### src/rtl/owts_pkg.sv
// shared types, constants and helper functions for the 1-wire temperature sensor master
package owts_pkg;

  localparam int DATA_BYTES = 8;
  localparam int KIND_W     = 2;
  localparam int TIMER_W    = 10;
  localparam int CFG_IDX_W  = 3;
  localparam int BYTE_CNT_W = 4;
  localparam int BIT_CNT_W  = 3;
  localparam int TEMP_W     = 16;
  localparam int TENTHS_W   = 12;
  localparam int STATUS_W   = 2;

  // input item kinds
  localparam logic [KIND_W-1:0] KIND_TICK    = 2'd0;
  localparam logic [KIND_W-1:0] KIND_CONVERT = 2'd1;
  localparam logic [KIND_W-1:0] KIND_READ    = 2'd2;
  localparam logic [KIND_W-1:0] KIND_UNUSED  = 2'd3;

  // configuration register indexes
  localparam logic [CFG_IDX_W-1:0] REG_RESET_LOW     = 3'd0;
  localparam logic [CFG_IDX_W-1:0] REG_PRESENCE_SMPL = 3'd1;
  localparam logic [CFG_IDX_W-1:0] REG_RESET_END     = 3'd2;
  localparam logic [CFG_IDX_W-1:0] REG_SLOT_LOW      = 3'd3;
  localparam logic [CFG_IDX_W-1:0] REG_READ_SMPL     = 3'd4;
  localparam logic [CFG_IDX_W-1:0] REG_SLOT_END      = 3'd5;

  localparam logic [TIMER_W-1:0] DEF_RESET_LOW     = 10'd480;
  localparam logic [TIMER_W-1:0] DEF_PRESENCE_SMPL = 10'd550;
  localparam logic [TIMER_W-1:0] DEF_RESET_END     = 10'd960;
  localparam logic [TIMER_W-1:0] DEF_SLOT_LOW      = 10'd2;
  localparam logic [TIMER_W-1:0] DEF_READ_SMPL     = 10'd15;
  localparam logic [TIMER_W-1:0] DEF_SLOT_END      = 10'd60;

  // status codes
  localparam logic [STATUS_W-1:0] ST_OK        = 2'd0;
  localparam logic [STATUS_W-1:0] ST_NO_DEVICE = 2'd1;
  localparam logic [STATUS_W-1:0] ST_SHORTED   = 2'd2;
  localparam logic [STATUS_W-1:0] ST_CRC_ERR   = 2'd3;

  // bus commands
  localparam logic [7:0] CMD_SKIP_ROM     = 8'hCC;
  localparam logic [7:0] CMD_CONVERT      = 8'h44;
  localparam logic [7:0] CMD_READ_SCRATCH = 8'hBE;

  // reflected dallas crc-8 polynomial
  localparam logic [7:0] CRC_POLY = 8'h8C;

  // byte counter positions within a sequence
  localparam logic [BYTE_CNT_W-1:0] BYTE_ROM   = 4'd0;
  localparam logic [BYTE_CNT_W-1:0] BYTE_FUNC  = 4'd1;
  localparam logic [BYTE_CNT_W-1:0] BYTE_DATA0 = 4'd2;
  localparam logic [BYTE_CNT_W-1:0] BYTE_DATA1 = 4'd3;
  localparam logic [BYTE_CNT_W-1:0] BYTE_CRC   = BYTE_CNT_W'(2 + DATA_BYTES);

  // item queue between front and back
  localparam int Q_DEPTH = 2;
  localparam int Q_PTR_W = (Q_DEPTH > 1) ? $clog2(Q_DEPTH) : 1;
  localparam int Q_CNT_W = $clog2(Q_DEPTH + 1);

  typedef enum logic [1:0] {
    OP_TICK,
    OP_CONVERT,
    OP_READ,
    OP_IGNORE
  } op_t;

  typedef enum logic [1:0] {
    PH_IDLE,
    PH_RESET,
    PH_SLOT,
    PH_RECOVER
  } phase_t;

  typedef struct packed {
    op_t  op;
    logic level;
  } q_entry_t;

  typedef struct packed {
    logic     valid;
    q_entry_t entry;
  } q_slot_t;

  typedef struct packed {
    logic [TIMER_W-1:0] reset_low;
    logic [TIMER_W-1:0] presence_smpl;
    logic [TIMER_W-1:0] reset_end;
    logic [TIMER_W-1:0] slot_low;
    logic [TIMER_W-1:0] read_smpl;
    logic [TIMER_W-1:0] slot_end;
  } cfg_t;

  typedef struct packed {
    logic                       drive_low;
    logic                       busy;
    logic                       done;
    logic [STATUS_W-1:0]        status;
    logic signed [TENTHS_W-1:0] tenths;
    logic [TEMP_W-1:0]          raw;
  } result_t;

  function automatic logic [7:0] crc_byte(input logic [7:0] crc_in, input logic [7:0] d);
    logic [7:0] c;
    logic       t;
    c = crc_in;
    for (int i = 0; i < 8; i++) begin
      t = c[0] ^ d[i];
      c = {1'b0, c[7:1]} ^ (t ? CRC_POLY : 8'h00);
    end
    return c;
  endfunction

  // sixteenths of a degree to tenths, truncated toward zero
  function automatic logic signed [TENTHS_W-1:0] to_tenths(input logic [11:0] v);
    logic [11:0] m;
    logic [15:0] p;
    logic [11:0] q;
    m = v[11] ? (~v + 12'd1) : v;
    p = ({4'b0, m} << 3) + ({4'b0, m} << 1);
    q = p[15:4];
    return v[11] ? signed'(12'(~q + 12'd1)) : signed'(q);
  endfunction

endpackage

### src/rtl/owts_if.sv
// valid/ready channel interfaces for input items, result items and configuration writes
interface owts_in_if;
  import owts_pkg::*;
  logic              valid;
  logic              ready;
  logic [KIND_W-1:0] kind;
  logic              bus_level;
  modport source (output valid, kind, bus_level, input ready);
  modport sink   (input valid, kind, bus_level, output ready);
endinterface

interface owts_out_if;
  import owts_pkg::*;
  logic                       valid;
  logic                       ready;
  logic                       drive_low;
  logic                       busy_res;
  logic                       done_res;
  logic [STATUS_W-1:0]        status;
  logic signed [TENTHS_W-1:0] temperature_tenths;
  logic [TEMP_W-1:0]          raw_temperature;
  modport source (output valid, drive_low, busy_res, done_res, status, temperature_tenths,
                  raw_temperature, input ready);
  modport sink   (input valid, drive_low, busy_res, done_res, status, temperature_tenths,
                  raw_temperature, output ready);
endinterface

interface owts_cfg_if;
  import owts_pkg::*;
  logic                 valid;
  logic                 ready;
  logic [CFG_IDX_W-1:0] index;
  logic [TIMER_W-1:0]   data;
  modport source (output valid, index, data, input ready);
  modport sink   (input valid, index, data, output ready);
endinterface

### src/rtl/one_wire_temperature_sensor_master_core.sv
// 1-wire temperature sensor master: front classifier, item queue, bus sequencer.
// an accepted item is registered in the queue, then in the result register that drives valid;
// throughput: one item per clock unless the output stalls; the sequencer steps once per item.
// the two-entry queue and the result register let input and output stall independently.
// reset (rst_n low at a clock edge) empties the queue, idles the sequencer, clears
// status and temperature and loads the default timing registers; no clearing pass.
module one_wire_temperature_sensor_master_core (
  input  logic       clk,
  input  logic       rst_n,
  owts_in_if.sink    in_ch,
  owts_out_if.source out_ch,
  owts_cfg_if.sink   cfg_ch
);
  import owts_pkg::*;

  q_slot_t push;
  q_slot_t head;
  logic    q_full;
  logic    pop;

  owts_front u_front (
    .in_ch  (in_ch),
    .q_full (q_full),
    .push   (push)
  );

  owts_queue u_queue (
    .clk   (clk),
    .rst_n (rst_n),
    .push  (push),
    .pop   (pop),
    .full  (q_full),
    .head  (head)
  );

  owts_back u_back (
    .clk    (clk),
    .rst_n  (rst_n),
    .head   (head),
    .pop    (pop),
    .cfg_ch (cfg_ch),
    .out_ch (out_ch)
  );

endmodule

### src/rtl/owts_front.sv
// front end: accepts input items and classifies them into queue entries
module owts_front (
  owts_in_if.sink         in_ch,
  input  logic            q_full,
  output owts_pkg::q_slot_t push
);
  import owts_pkg::*;

  op_t op;

  always_comb begin
    unique case (in_ch.kind)
      KIND_TICK:    op = OP_TICK;
      KIND_CONVERT: op = OP_CONVERT;
      KIND_READ:    op = OP_READ;
      KIND_UNUSED:  op = OP_IGNORE;
      default:      op = OP_IGNORE;
    endcase
  end

  assign in_ch.ready     = ~q_full;
  assign push.valid      = in_ch.valid & ~q_full;
  assign push.entry.op   = op;
  assign push.entry.level = in_ch.bus_level;

endmodule

### src/rtl/owts_queue.sv
// short fifo of classified items between front and back
module owts_queue (
  input  logic              clk,
  input  logic              rst_n,
  input  owts_pkg::q_slot_t push,
  input  logic              pop,
  output logic              full,
  output owts_pkg::q_slot_t head
);
  import owts_pkg::*;

  q_entry_t           mem_r [Q_DEPTH];
  logic [Q_PTR_W-1:0] wr_ptr_r, wr_ptr_nxt;
  logic [Q_PTR_W-1:0] rd_ptr_r, rd_ptr_nxt;
  logic [Q_CNT_W-1:0] count_r, count_nxt;
  logic               do_push;
  logic               do_pop;

  assign full       = (count_r == Q_CNT_W'(Q_DEPTH));
  assign do_push    = push.valid & ~full;
  assign do_pop     = pop & (count_r != '0);
  assign head.valid = (count_r != '0);
  assign head.entry = mem_r[rd_ptr_r];

  always_comb begin
    wr_ptr_nxt = wr_ptr_r;
    rd_ptr_nxt = rd_ptr_r;
    count_nxt  = count_r;
    if (do_push) begin
      wr_ptr_nxt = (wr_ptr_r == Q_PTR_W'(Q_DEPTH - 1)) ? '0 : wr_ptr_r + 1'b1;
    end
    if (do_pop) begin
      rd_ptr_nxt = (rd_ptr_r == Q_PTR_W'(Q_DEPTH - 1)) ? '0 : rd_ptr_r + 1'b1;
    end
    if (do_push && !do_pop) begin
      count_nxt = count_r + 1'b1;
    end else if (do_pop && !do_push) begin
      count_nxt = count_r - 1'b1;
    end
  end

  always_ff @(posedge clk) begin
    if (!rst_n) begin
      wr_ptr_r <= '0;
      rd_ptr_r <= '0;
      count_r  <= '0;
    end else begin
      wr_ptr_r <= wr_ptr_nxt;
      rd_ptr_r <= rd_ptr_nxt;
      count_r  <= count_nxt;
    end
  end

  always_ff @(posedge clk) begin
    if (do_push) begin
      mem_r[wr_ptr_r] <= push.entry;
    end
  end

endmodule

### src/rtl/owts_back.sv
// back end: bus sequencer, timing registers and result register
module owts_back (
  input  logic              clk,
  input  logic              rst_n,
  input  owts_pkg::q_slot_t head,
  output logic              pop,
  owts_cfg_if.sink          cfg_ch,
  owts_out_if.source        out_ch
);
  import owts_pkg::*;

  cfg_t                  cfg_r;
  phase_t                phase_r, phase_nxt;
  logic [TIMER_W-1:0]    timer_r, timer_nxt, timer_inc;
  logic [7:0]            shift_r, shift_nxt;
  logic [BIT_CNT_W-1:0]  bit_r, bit_nxt;
  logic [BYTE_CNT_W-1:0] byte_r, byte_nxt;
  logic [7:0]            crc_r, crc_nxt;
  logic                  presence_r, presence_nxt;
  logic                  is_read_r, is_read_nxt;
  logic [TEMP_W-1:0]     temp_r, temp_nxt;
  logic [STATUS_W-1:0]   status_r, status_nxt;
  logic                  done_nxt;
  logic                  reading;
  logic                  out_valid_r;
  result_t               res_r, res_nxt;

  assign pop       = head.valid & (~out_valid_r | out_ch.ready);
  assign timer_inc = (timer_r == '1) ? timer_r : timer_r + 1'b1;
  assign reading   = (byte_r >= BYTE_DATA0);

  // configuration registers
  assign cfg_ch.ready = 1'b1;

  always_ff @(posedge clk) begin
    if (!rst_n) begin
      cfg_r.reset_low     <= DEF_RESET_LOW;
      cfg_r.presence_smpl <= DEF_PRESENCE_SMPL;
      cfg_r.reset_end     <= DEF_RESET_END;
      cfg_r.slot_low      <= DEF_SLOT_LOW;
      cfg_r.read_smpl     <= DEF_READ_SMPL;
      cfg_r.slot_end      <= DEF_SLOT_END;
    end else if (cfg_ch.valid) begin
      unique case (cfg_ch.index)
        REG_RESET_LOW:     cfg_r.reset_low     <= cfg_ch.data;
        REG_PRESENCE_SMPL: cfg_r.presence_smpl <= cfg_ch.data;
        REG_RESET_END:     cfg_r.reset_end     <= cfg_ch.data;
        REG_SLOT_LOW:      cfg_r.slot_low      <= cfg_ch.data;
        REG_READ_SMPL:     cfg_r.read_smpl     <= cfg_ch.data;
        REG_SLOT_END:      cfg_r.slot_end      <= cfg_ch.data;
        default: ;
      endcase
    end
  end

  // next state of the sequencer for the item at the queue head
  always_comb begin
    phase_nxt    = phase_r;
    timer_nxt    = timer_r;
    shift_nxt    = shift_r;
    bit_nxt      = bit_r;
    byte_nxt     = byte_r;
    crc_nxt      = crc_r;
    presence_nxt = presence_r;
    is_read_nxt  = is_read_r;
    temp_nxt     = temp_r;
    status_nxt   = status_r;
    done_nxt     = 1'b0;
    unique case (head.entry.op) inside
      OP_CONVERT, OP_READ: begin
        if (phase_r == PH_IDLE) begin
          is_read_nxt  = (head.entry.op == OP_READ);
          presence_nxt = 1'b0;
          if (!head.entry.level) begin
            status_nxt = ST_SHORTED;
            done_nxt   = 1'b1;
          end else begin
            phase_nxt = PH_RESET;
            timer_nxt = '0;
          end
        end
      end
      OP_TICK: begin
        unique case (phase_r)
          PH_RESET: begin
            timer_nxt = timer_inc;
            if (timer_inc == cfg_r.presence_smpl) begin
              presence_nxt = ~head.entry.level;
            end
            if (timer_inc >= cfg_r.reset_end) begin
              if (!presence_nxt) begin
                phase_nxt  = PH_IDLE;
                status_nxt = ST_NO_DEVICE;
                done_nxt   = 1'b1;
              end else begin
                byte_nxt  = BYTE_ROM;
                bit_nxt   = '0;
                shift_nxt = CMD_SKIP_ROM;
                phase_nxt = PH_RECOVER;
              end
            end
          end
          PH_RECOVER: begin
            phase_nxt = PH_SLOT;
            timer_nxt = '0;
            if (reading) begin
              shift_nxt = {1'b0, shift_r[7:1]};
            end
          end
          PH_SLOT: begin
            timer_nxt = timer_inc;
            if (reading && timer_inc == cfg_r.read_smpl) begin
              shift_nxt = {head.entry.level, shift_r[6:0]};
            end
            if (timer_inc >= cfg_r.slot_end) begin
              // end of bit slot
              if (!reading) begin
                shift_nxt = {1'b0, shift_nxt[7:1]};
              end
              bit_nxt   = bit_r + 1'b1;
              phase_nxt = PH_RECOVER;
              if (bit_nxt == '0) begin
                if (byte_r == BYTE_ROM) begin
                  shift_nxt = is_read_r ? CMD_READ_SCRATCH : CMD_CONVERT;
                  byte_nxt  = BYTE_FUNC;
                end else if (byte_r == BYTE_FUNC) begin
                  if (!is_read_r) begin
                    phase_nxt  = PH_IDLE;
                    status_nxt = ST_OK;
                    done_nxt   = 1'b1;
                  end else begin
                    byte_nxt = BYTE_DATA0;
                    crc_nxt  = '0;
                  end
                end else if (byte_r < BYTE_CRC) begin
                  if (byte_r == BYTE_DATA0) begin
                    temp_nxt[7:0] = shift_nxt;
                  end
                  if (byte_r == BYTE_DATA1) begin
                    temp_nxt[15:8] = shift_nxt;
                  end
                  crc_nxt  = crc_byte(crc_r, shift_nxt);
                  byte_nxt = byte_r + 1'b1;
                end else begin
                  phase_nxt  = PH_IDLE;
                  status_nxt = (crc_r == shift_nxt) ? ST_OK : ST_CRC_ERR;
                  done_nxt   = 1'b1;
                end
              end
            end
          end
          default: ;
        endcase
      end
      default: ;
    endcase
  end

  // result fields from the state after the item
  always_comb begin
    res_nxt.drive_low = 1'b0;
    unique case (phase_nxt)
      PH_RESET: res_nxt.drive_low = (timer_nxt < cfg_r.reset_low);
      PH_SLOT:  res_nxt.drive_low = (timer_nxt < cfg_r.slot_low) ||
                                    (byte_nxt < BYTE_DATA0 && !shift_nxt[0]);
      default:  res_nxt.drive_low = 1'b0;
    endcase
    res_nxt.busy   = (phase_nxt != PH_IDLE);
    res_nxt.done   = done_nxt;
    res_nxt.status = status_nxt;
    res_nxt.tenths = to_tenths(temp_nxt[11:0]);
    res_nxt.raw    = temp_nxt;
  end

  always_ff @(posedge clk) begin
    if (!rst_n) begin
      phase_r     <= PH_IDLE;
      timer_r     <= '0;
      shift_r     <= '0;
      bit_r       <= '0;
      byte_r      <= '0;
      crc_r       <= '0;
      presence_r  <= 1'b0;
      is_read_r   <= 1'b0;
      temp_r      <= '0;
      status_r    <= ST_OK;
      out_valid_r <= 1'b0;
    end else begin
      if (pop) begin
        phase_r     <= phase_nxt;
        timer_r     <= timer_nxt;
        shift_r     <= shift_nxt;
        bit_r       <= bit_nxt;
        byte_r      <= byte_nxt;
        crc_r       <= crc_nxt;
        presence_r  <= presence_nxt;
        is_read_r   <= is_read_nxt;
        temp_r      <= temp_nxt;
        status_r    <= status_nxt;
        out_valid_r <= 1'b1;
      end else if (out_ch.ready) begin
        out_valid_r <= 1'b0;
      end
    end
  end

  always_ff @(posedge clk) begin
    if (pop) begin
      res_r <= res_nxt;
    end
  end

  assign out_ch.valid              = out_valid_r;
  assign out_ch.drive_low          = res_r.drive_low;
  assign out_ch.busy_res           = res_r.busy;
  assign out_ch.done_res           = res_r.done;
  assign out_ch.status             = res_r.status;
  assign out_ch.temperature_tenths = res_r.tenths;
  assign out_ch.raw_temperature    = res_r.raw;

endmodule

### src/flat_wrapper.sv
// flat-port wrapper written by rule: the top's interface ports become plain ports
module one_wire_temperature_sensor_master_core_flat import owts_pkg::*;
  (clk, rst_n, in_ch_valid, in_ch_kind, in_ch_bus_level, in_ch_ready, out_ch_valid, out_ch_drive_low, out_ch_busy_res, out_ch_done_res, out_ch_status, out_ch_temperature_tenths, out_ch_raw_temperature, out_ch_ready, cfg_ch_valid, cfg_ch_index, cfg_ch_data, cfg_ch_ready);
  owts_in_if in_ch_i ();
  owts_out_if out_ch_i ();
  owts_cfg_if cfg_ch_i ();
  input  logic clk;
  input  logic rst_n;
  input wire logic [$bits(in_ch_i.valid)-1:0] in_ch_valid;
  input wire logic [$bits(in_ch_i.kind)-1:0] in_ch_kind;
  input wire logic [$bits(in_ch_i.bus_level)-1:0] in_ch_bus_level;
  output wire logic [$bits(in_ch_i.ready)-1:0] in_ch_ready;
  output wire logic [$bits(out_ch_i.valid)-1:0] out_ch_valid;
  output wire logic [$bits(out_ch_i.drive_low)-1:0] out_ch_drive_low;
  output wire logic [$bits(out_ch_i.busy_res)-1:0] out_ch_busy_res;
  output wire logic [$bits(out_ch_i.done_res)-1:0] out_ch_done_res;
  output wire logic [$bits(out_ch_i.status)-1:0] out_ch_status;
  output wire logic [$bits(out_ch_i.temperature_tenths)-1:0] out_ch_temperature_tenths;
  output wire logic [$bits(out_ch_i.raw_temperature)-1:0] out_ch_raw_temperature;
  input wire logic [$bits(out_ch_i.ready)-1:0] out_ch_ready;
  input wire logic [$bits(cfg_ch_i.valid)-1:0] cfg_ch_valid;
  input wire logic [$bits(cfg_ch_i.index)-1:0] cfg_ch_index;
  input wire logic [$bits(cfg_ch_i.data)-1:0] cfg_ch_data;
  output wire logic [$bits(cfg_ch_i.ready)-1:0] cfg_ch_ready;
  assign in_ch_i.valid = in_ch_valid;
  assign in_ch_i.kind = in_ch_kind;
  assign in_ch_i.bus_level = in_ch_bus_level;
  assign in_ch_ready = in_ch_i.ready;
  assign out_ch_valid = out_ch_i.valid;
  assign out_ch_drive_low = out_ch_i.drive_low;
  assign out_ch_busy_res = out_ch_i.busy_res;
  assign out_ch_done_res = out_ch_i.done_res;
  assign out_ch_status = out_ch_i.status;
  assign out_ch_temperature_tenths = out_ch_i.temperature_tenths;
  assign out_ch_raw_temperature = out_ch_i.raw_temperature;
  assign out_ch_i.ready = out_ch_ready;
  assign cfg_ch_i.valid = cfg_ch_valid;
  assign cfg_ch_i.index = cfg_ch_index;
  assign cfg_ch_i.data = cfg_ch_data;
  assign cfg_ch_ready = cfg_ch_i.ready;
  one_wire_temperature_sensor_master_core u_core (.clk(clk), .rst_n(rst_n), .in_ch(in_ch_i), .out_ch(out_ch_i), .cfg_ch(cfg_ch_i));
endmodule
### config.mk
export PLATFORM = sky130hd
export DESIGN_NAME = one_wire_temperature_sensor_master_core_flat
export DESIGN_NICKNAME = d
export VERILOG_FILES = /design/src/rtl/owts_pkg.sv /design/src/rtl/owts_if.sv /design/src/rtl/one_wire_temperature_sensor_master_core.sv /design/src/rtl/owts_front.sv /design/src/rtl/owts_queue.sv /design/src/rtl/owts_back.sv /design/src/flat_wrapper.sv
export SDC_FILE = /design/constraint.sdc
export NUM_CORES = 1
export LEC_CHECK = 0
export BUFFER_PORTS_ARGS = -buffer_cell sky130_fd_sc_hd__buf_2
export CAP_MARGIN = 20
export CORE_MARGIN = 2
export CORE_UTILIZATION = 45
export CTS_BUF_LIST = sky130_fd_sc_hd__clkbuf_4 sky130_fd_sc_hd__clkbuf_8 sky130_fd_sc_hd__clkbuf_16
export CTS_CLUSTER_SIZE = 25
export DETAILED_ROUTE_END_ITERATION = 10
export SYNTH_ARGS = -nofsm -noshare
export SYNTH_HDL_FRONTEND = slang
export SYNTH_SLANG_ARGS = --single-unit
export TNS_END_PERCENT = 10
### constraint.sdc
create_clock -name clk -period 7.07 [get_ports clk]
set_input_delay 2.121 -clock clk [delete_from_list [all_inputs] [get_ports clk]]
set_output_delay 2.121 -clock clk [all_outputs]
set_load 0.005 [all_outputs]
==> summary.log <==
qor: outcome.run_status complete, no violations
qor: drt.drt.antenna.violating_nets 0
qor: timing.final.setup_skew 0.01387 ns
qor: clock_network.cts_max_level 4
qor: floorplanning.die-height 155.2 microns
qor: critical_path.category_of_the_worst_setup_path_capture_point register
qor: critical_path.timing.critical_path.from_type register
qor: drt.detail_route.drc_violations 0
qor: drt.dr_total_vias 9,262
qor: cells_and_area.fin_cells 1,615
qor: yosys.synth_cell_types 82
qor: min_path.hp-class register to register
qor: yosys.synth.yosys.seq_area_share 34.94%
qor: clock_network.clk_path_buf_depth 2
qor: yosys.synth-warning-count 0
qor: yosys.postSynth.topFlopCell sky130_fd_sc_hd__dfxtp_1
qor: drt.routed_via_density 5.735
qor: floorplanning.die-width 155.2 microns
qor: yosys.synthDominantAreaCellType sky130_fd_sc_hd__dfxtp_1
qor: flow_run.max_cap_viol_count 0
qor: placed_design.dp_hpwl 21,210 microns
qor: critical_path.worst_path_most_repeated_cell sky130_fd_sc_hd__xnor2_1
qor: clock_network.cts_buffers 17
qor: yosys.synth.ff_latch_count 160
qor: drt.wirelength 28,770 microns
qor: floorplanning.die_area 24,080 sq um
qor: placed_design.gpl.final_weighted_congestion 0.9196
qor: cells_and_area.design_area 11,510 sq um
qor: timing.min_period_over_period 92.46%
qor: timing.max_slew_margin 33.20%
qor: timing.fin_tns_setup 0 ns
qor: power.p_per_area 316.1 nW/um^2
qor: drt.detailedRoute.firstPassIterationCount 7
qor: clock_network.clk_transition_reported_paths 0.07 ns
qor: clock_network.tritoncts_clock_tree built
qor: critical_path.critical-path-slowest-cell sky130_fd_sc_hd__dfxtp_1
qor: placed_design.placement.cell_area 10,880 sq um
qor: cells_and_area.finish.net_count 1,407
qor: yosys.cell_area_after_synthesis 10,280 sq um
qor: timing.hold_viol_final 0
qor: floorplanning.core 22,500 sq um
qor: timing.setup_violations 0
qor: global_routing.grt_first_pass_wirelength 46,050 microns
qor: global_routing.leftover_overflow_at_the_end_of_global_routing 0
qor: global_routing.pin_count_of_the_biggest_net_entering_global_routing 70
qor: yosys.netlist.area_leader.share 23.56%
qor: timing.final_period_minus_worst_setup_slack 6.537 ns
qor: floorplanning.floorplan.initialDensity 45.70%
qor: yosys.mean_cell_area_of_the_mapped_netlist 8.091 sq um
qor: yosys.synth_nets 1,361
qor: yosys.most_repeated_cell_in_the_gate_level_netlist_after_synthesis sky130_fd_sc_hd__nand2_1
qor: global_routing.grtUsageTotal 24.10%
qor: clock_network.ctsHoldBuffers 0
qor: floorplanning.num_io_pins 57
qor: drt.dr.first_iter.drc_count 689
qor: yosys.synth.top_cells.by_count sky130_fd_sc_hd__nand2_1, sky130_fd_sc_hd__dfxtp_1, sky130_fd_sc_hd__a21oi_1
qor: power.vdd.ir_drop.worst 0.1732 mV
qor: drt.post_drt_wl_per_cell 17.81 microns
qor: global_routing.grt_pass1_vias 8,586
qor: cells_and_area.drive_above_1_share 11.20%
qor: power.report.power.total 0.003640 W
qor: critical_path.cp.required 7.26 ns
qor: timing.final_max_tran_viols 0
qor: yosys.synth_enable_flop_cells 39
qor: placed_design.place.port_buffers 55
qor: clock_network.ctsRootBufferMaster sky130_fd_sc_hd__clkbuf_16
qor: critical_path.timing.setup.critical_path_class register to register
qor: cells_and_area.n_antenna_cell 0
qor: cells_and_area.final_core_utilization 51.16%
qor: yosys.synth_area_leaders sky130_fd_sc_hd__dfxtp_1, sky130_fd_sc_hd__edfxtp_1, sky130_fd_sc_hd__nand2_1
qor: clock_network.clk_latency 0.44 ns
qor: timing.grt_setup_unrepaired false
qor: timing.worst_slew_pin_slew 0.9999 ns
qor: critical_path.cpPeakStageDelay 0.54 ns
qor: floorplanning.rows 55
qor: placed_design.dp.cells 1,579
qor: critical_path.worst-endpoint-arrival 6.72 ns
qor: cells_and_area.area_growth_syn_to_layout 11.96%
qor: yosys.async_reset_ff_share 0%
qor: global_routing.antenna_found_initial 0
qor: clock_network.clock_sinks 160
qor: critical_path.worstPathMaxFanout 10
qor: power.leakagePower 4.544 nW
qor: timing.max_clock_freq 153.0 MHz
qor: yosys.synthesis.instances 1,271
report_power, final:
part           internal [W]  switching, W  leakage, nW  total [W]
logic              0.000541      0.000964         2.90    0.00150
clock network      0.000499      0.000404        0.279   0.000904
registers           0.00115     0.0000844         1.36    0.00123
total               0.00219       0.00145         4.54    0.00364
state kept, by name (all words and copies together) (netlist names), 2 cells and up, named ones only:
signal and count:
u_core.u_back.out_ch.temperature_tenths 12, u_core.u_back.phase_r 2, u_core.u_back.status_r 2, u_core.u_back.byte_r 4
u_core.u_back.timer_r 10, u_core.u_queue.count_r 2, u_core.u_back.shift_r 8, u_core.u_back.out_ch.raw_temperature 16
u_core.u_back.temp_r 16, u_core.u_back.out_ch.status 2, u_core.u_back.cfg_r 60, u_core.u_back.crc_r 8
u_core.u_back.bit_r 3, u_core.u_queue.mem_r 6
layer usage:
metal  global-route usage [%]  share of wire [%]  routed length (microns)  up-vias
met2                    40.34                 48                    13720      253
met1                    32.60                 46                    13280     4344
li1                         -                  -                        -     4632
met3                    2.591                4.4                     1268       33
met5                        0                  0                        0        -
met4                    8.082                1.7                      499        0
area by class of cell:
| cell class | instances | area (sq um) |
|---|---|---|
| Tap cell | 285 | 356.6 |
| Timing Repair Buffer | 88 | 523.0 |
| Multi-Input combinational cell | 966 | 6157 |
| Clock buffer | 22 | 493.0 |
| Sequential cell | 160 | 3593 |
| Clock inverter | 10 | 75.07 |
| Fill cell | 2192 | 10990 |
| Inverter | 84 | 315.3 |
what timing repair did:
| item | in CTS | in global routing |
|---|---|---|
| resized for setup | 0 | 7 |
| endpoints found under the setup margin | 0 | 7 |
| endpoints found under the hold margin | 0 | 0 |
| buffers inserted | 0 | 3 |
cell families (layout without fill, tap and decap cells):
kind of cell             count (synthesis)  count (layout)  synth area share [%]
AND/OR/NAND/NOR                        471             471                 21.78
AO/OA/AOI/OAI                          330             330                 20.76
buffers and inverters                  145             204                 5.536
multiplexers                            26              26                 2.604
other                                    1               1               0.03647
adder cells (fa/ha/maj)                 69              69                 8.468
XOR/XNOR                                69              69                 5.877
flip-flops                             160             160                 34.94
stage by stage:
step | setup slack (ns) | hold slack (ns)
2_1_floorplan | 1.017 | 0.4356
6_report | 0.5331 | 0.4561
3_5_place_dp | 0.2101 | 0.4472
4_1_cts | 0.1350 | 0.4562
5_1_grt | 0.0004072 | 0.4708
3_3_place_gp | 0.3383 | 0.4411
worst max-delay path: cells and delay by family (launching register included):
family	cells	cell delay, ns
fa+ha+maj	3	0.86
flops	1	0.54
compound gates	12	2.56
simple gates	3	0.74
mux	1	0.26
buf+inv	4	0.47
xor+xnor	4	0.85
final timing paths:
path,start,endpoint,slack [ns],cells past startpoint
worst max register to register,u_core.u_back.timer_r[3],u_core.u_back.out_ch.temperature_tenths[10],0.53,27
worst min register to register,u_core.u_back.bit_r[2],u_core.u_back.bit_r[2],0.46,2
worst max-delay path,u_core.u_back.timer_r[3],u_core.u_back.out_ch.temperature_tenths[10],0.53,27
worst min-delay path,u_core.u_back.bit_r[2],u_core.u_back.bit_r[2],0.46,2
cells in the final DEF, fill, tap and decap left out, types with 5 or more instances in the layout:
cell,count
sky130_fd_sc_hd__clkbuf_16,18
sky130_fd_sc_hd__inv_1,80
sky130_fd_sc_hd__nand2b_1,10
sky130_fd_sc_hd__a21o_1,13
sky130_fd_sc_hd__a22o_1,9
sky130_fd_sc_hd__nor3_1,23
sky130_fd_sc_hd__a211oi_1,17
sky130_fd_sc_hd__nor4_1,14
sky130_fd_sc_hd__buf_4,33
sky130_fd_sc_hd__o31ai_1,9
sky130_fd_sc_hd__edfxtp_1,39
sky130_fd_sc_hd__nand2_1,227
sky130_fd_sc_hd__xnor2_1,50
sky130_fd_sc_hd__mux2_2,6
sky130_fd_sc_hd__a211o_1,5
sky130_fd_sc_hd__nand4_1,20
sky130_fd_sc_hd__buf_2,55
sky130_fd_sc_hd__dfxtp_1,121
sky130_fd_sc_hd__and2_1,8
sky130_fd_sc_hd__o21ai_0,49
sky130_fd_sc_hd__nor2b_1,15
sky130_fd_sc_hd__o21ai_1,7
sky130_fd_sc_hd__xor2_1,19
sky130_fd_sc_hd__and3_1,7
sky130_fd_sc_hd__o2111ai_1,6
sky130_fd_sc_hd__nor2_1,69
sky130_fd_sc_hd__a22oi_1,6
sky130_fd_sc_hd__mux2i_1,20
sky130_fd_sc_hd__ha_1,67
sky130_fd_sc_hd__o211ai_1,22
sky130_fd_sc_hd__nand3_1,32
sky130_fd_sc_hd__or3_1,11
sky130_fd_sc_hd__a221oi_1,6
sky130_fd_sc_hd__a21oi_1,120
sky130_fd_sc_hd__a31oi_1,15
Note: power is estimated with default switching activity, not from simulation.
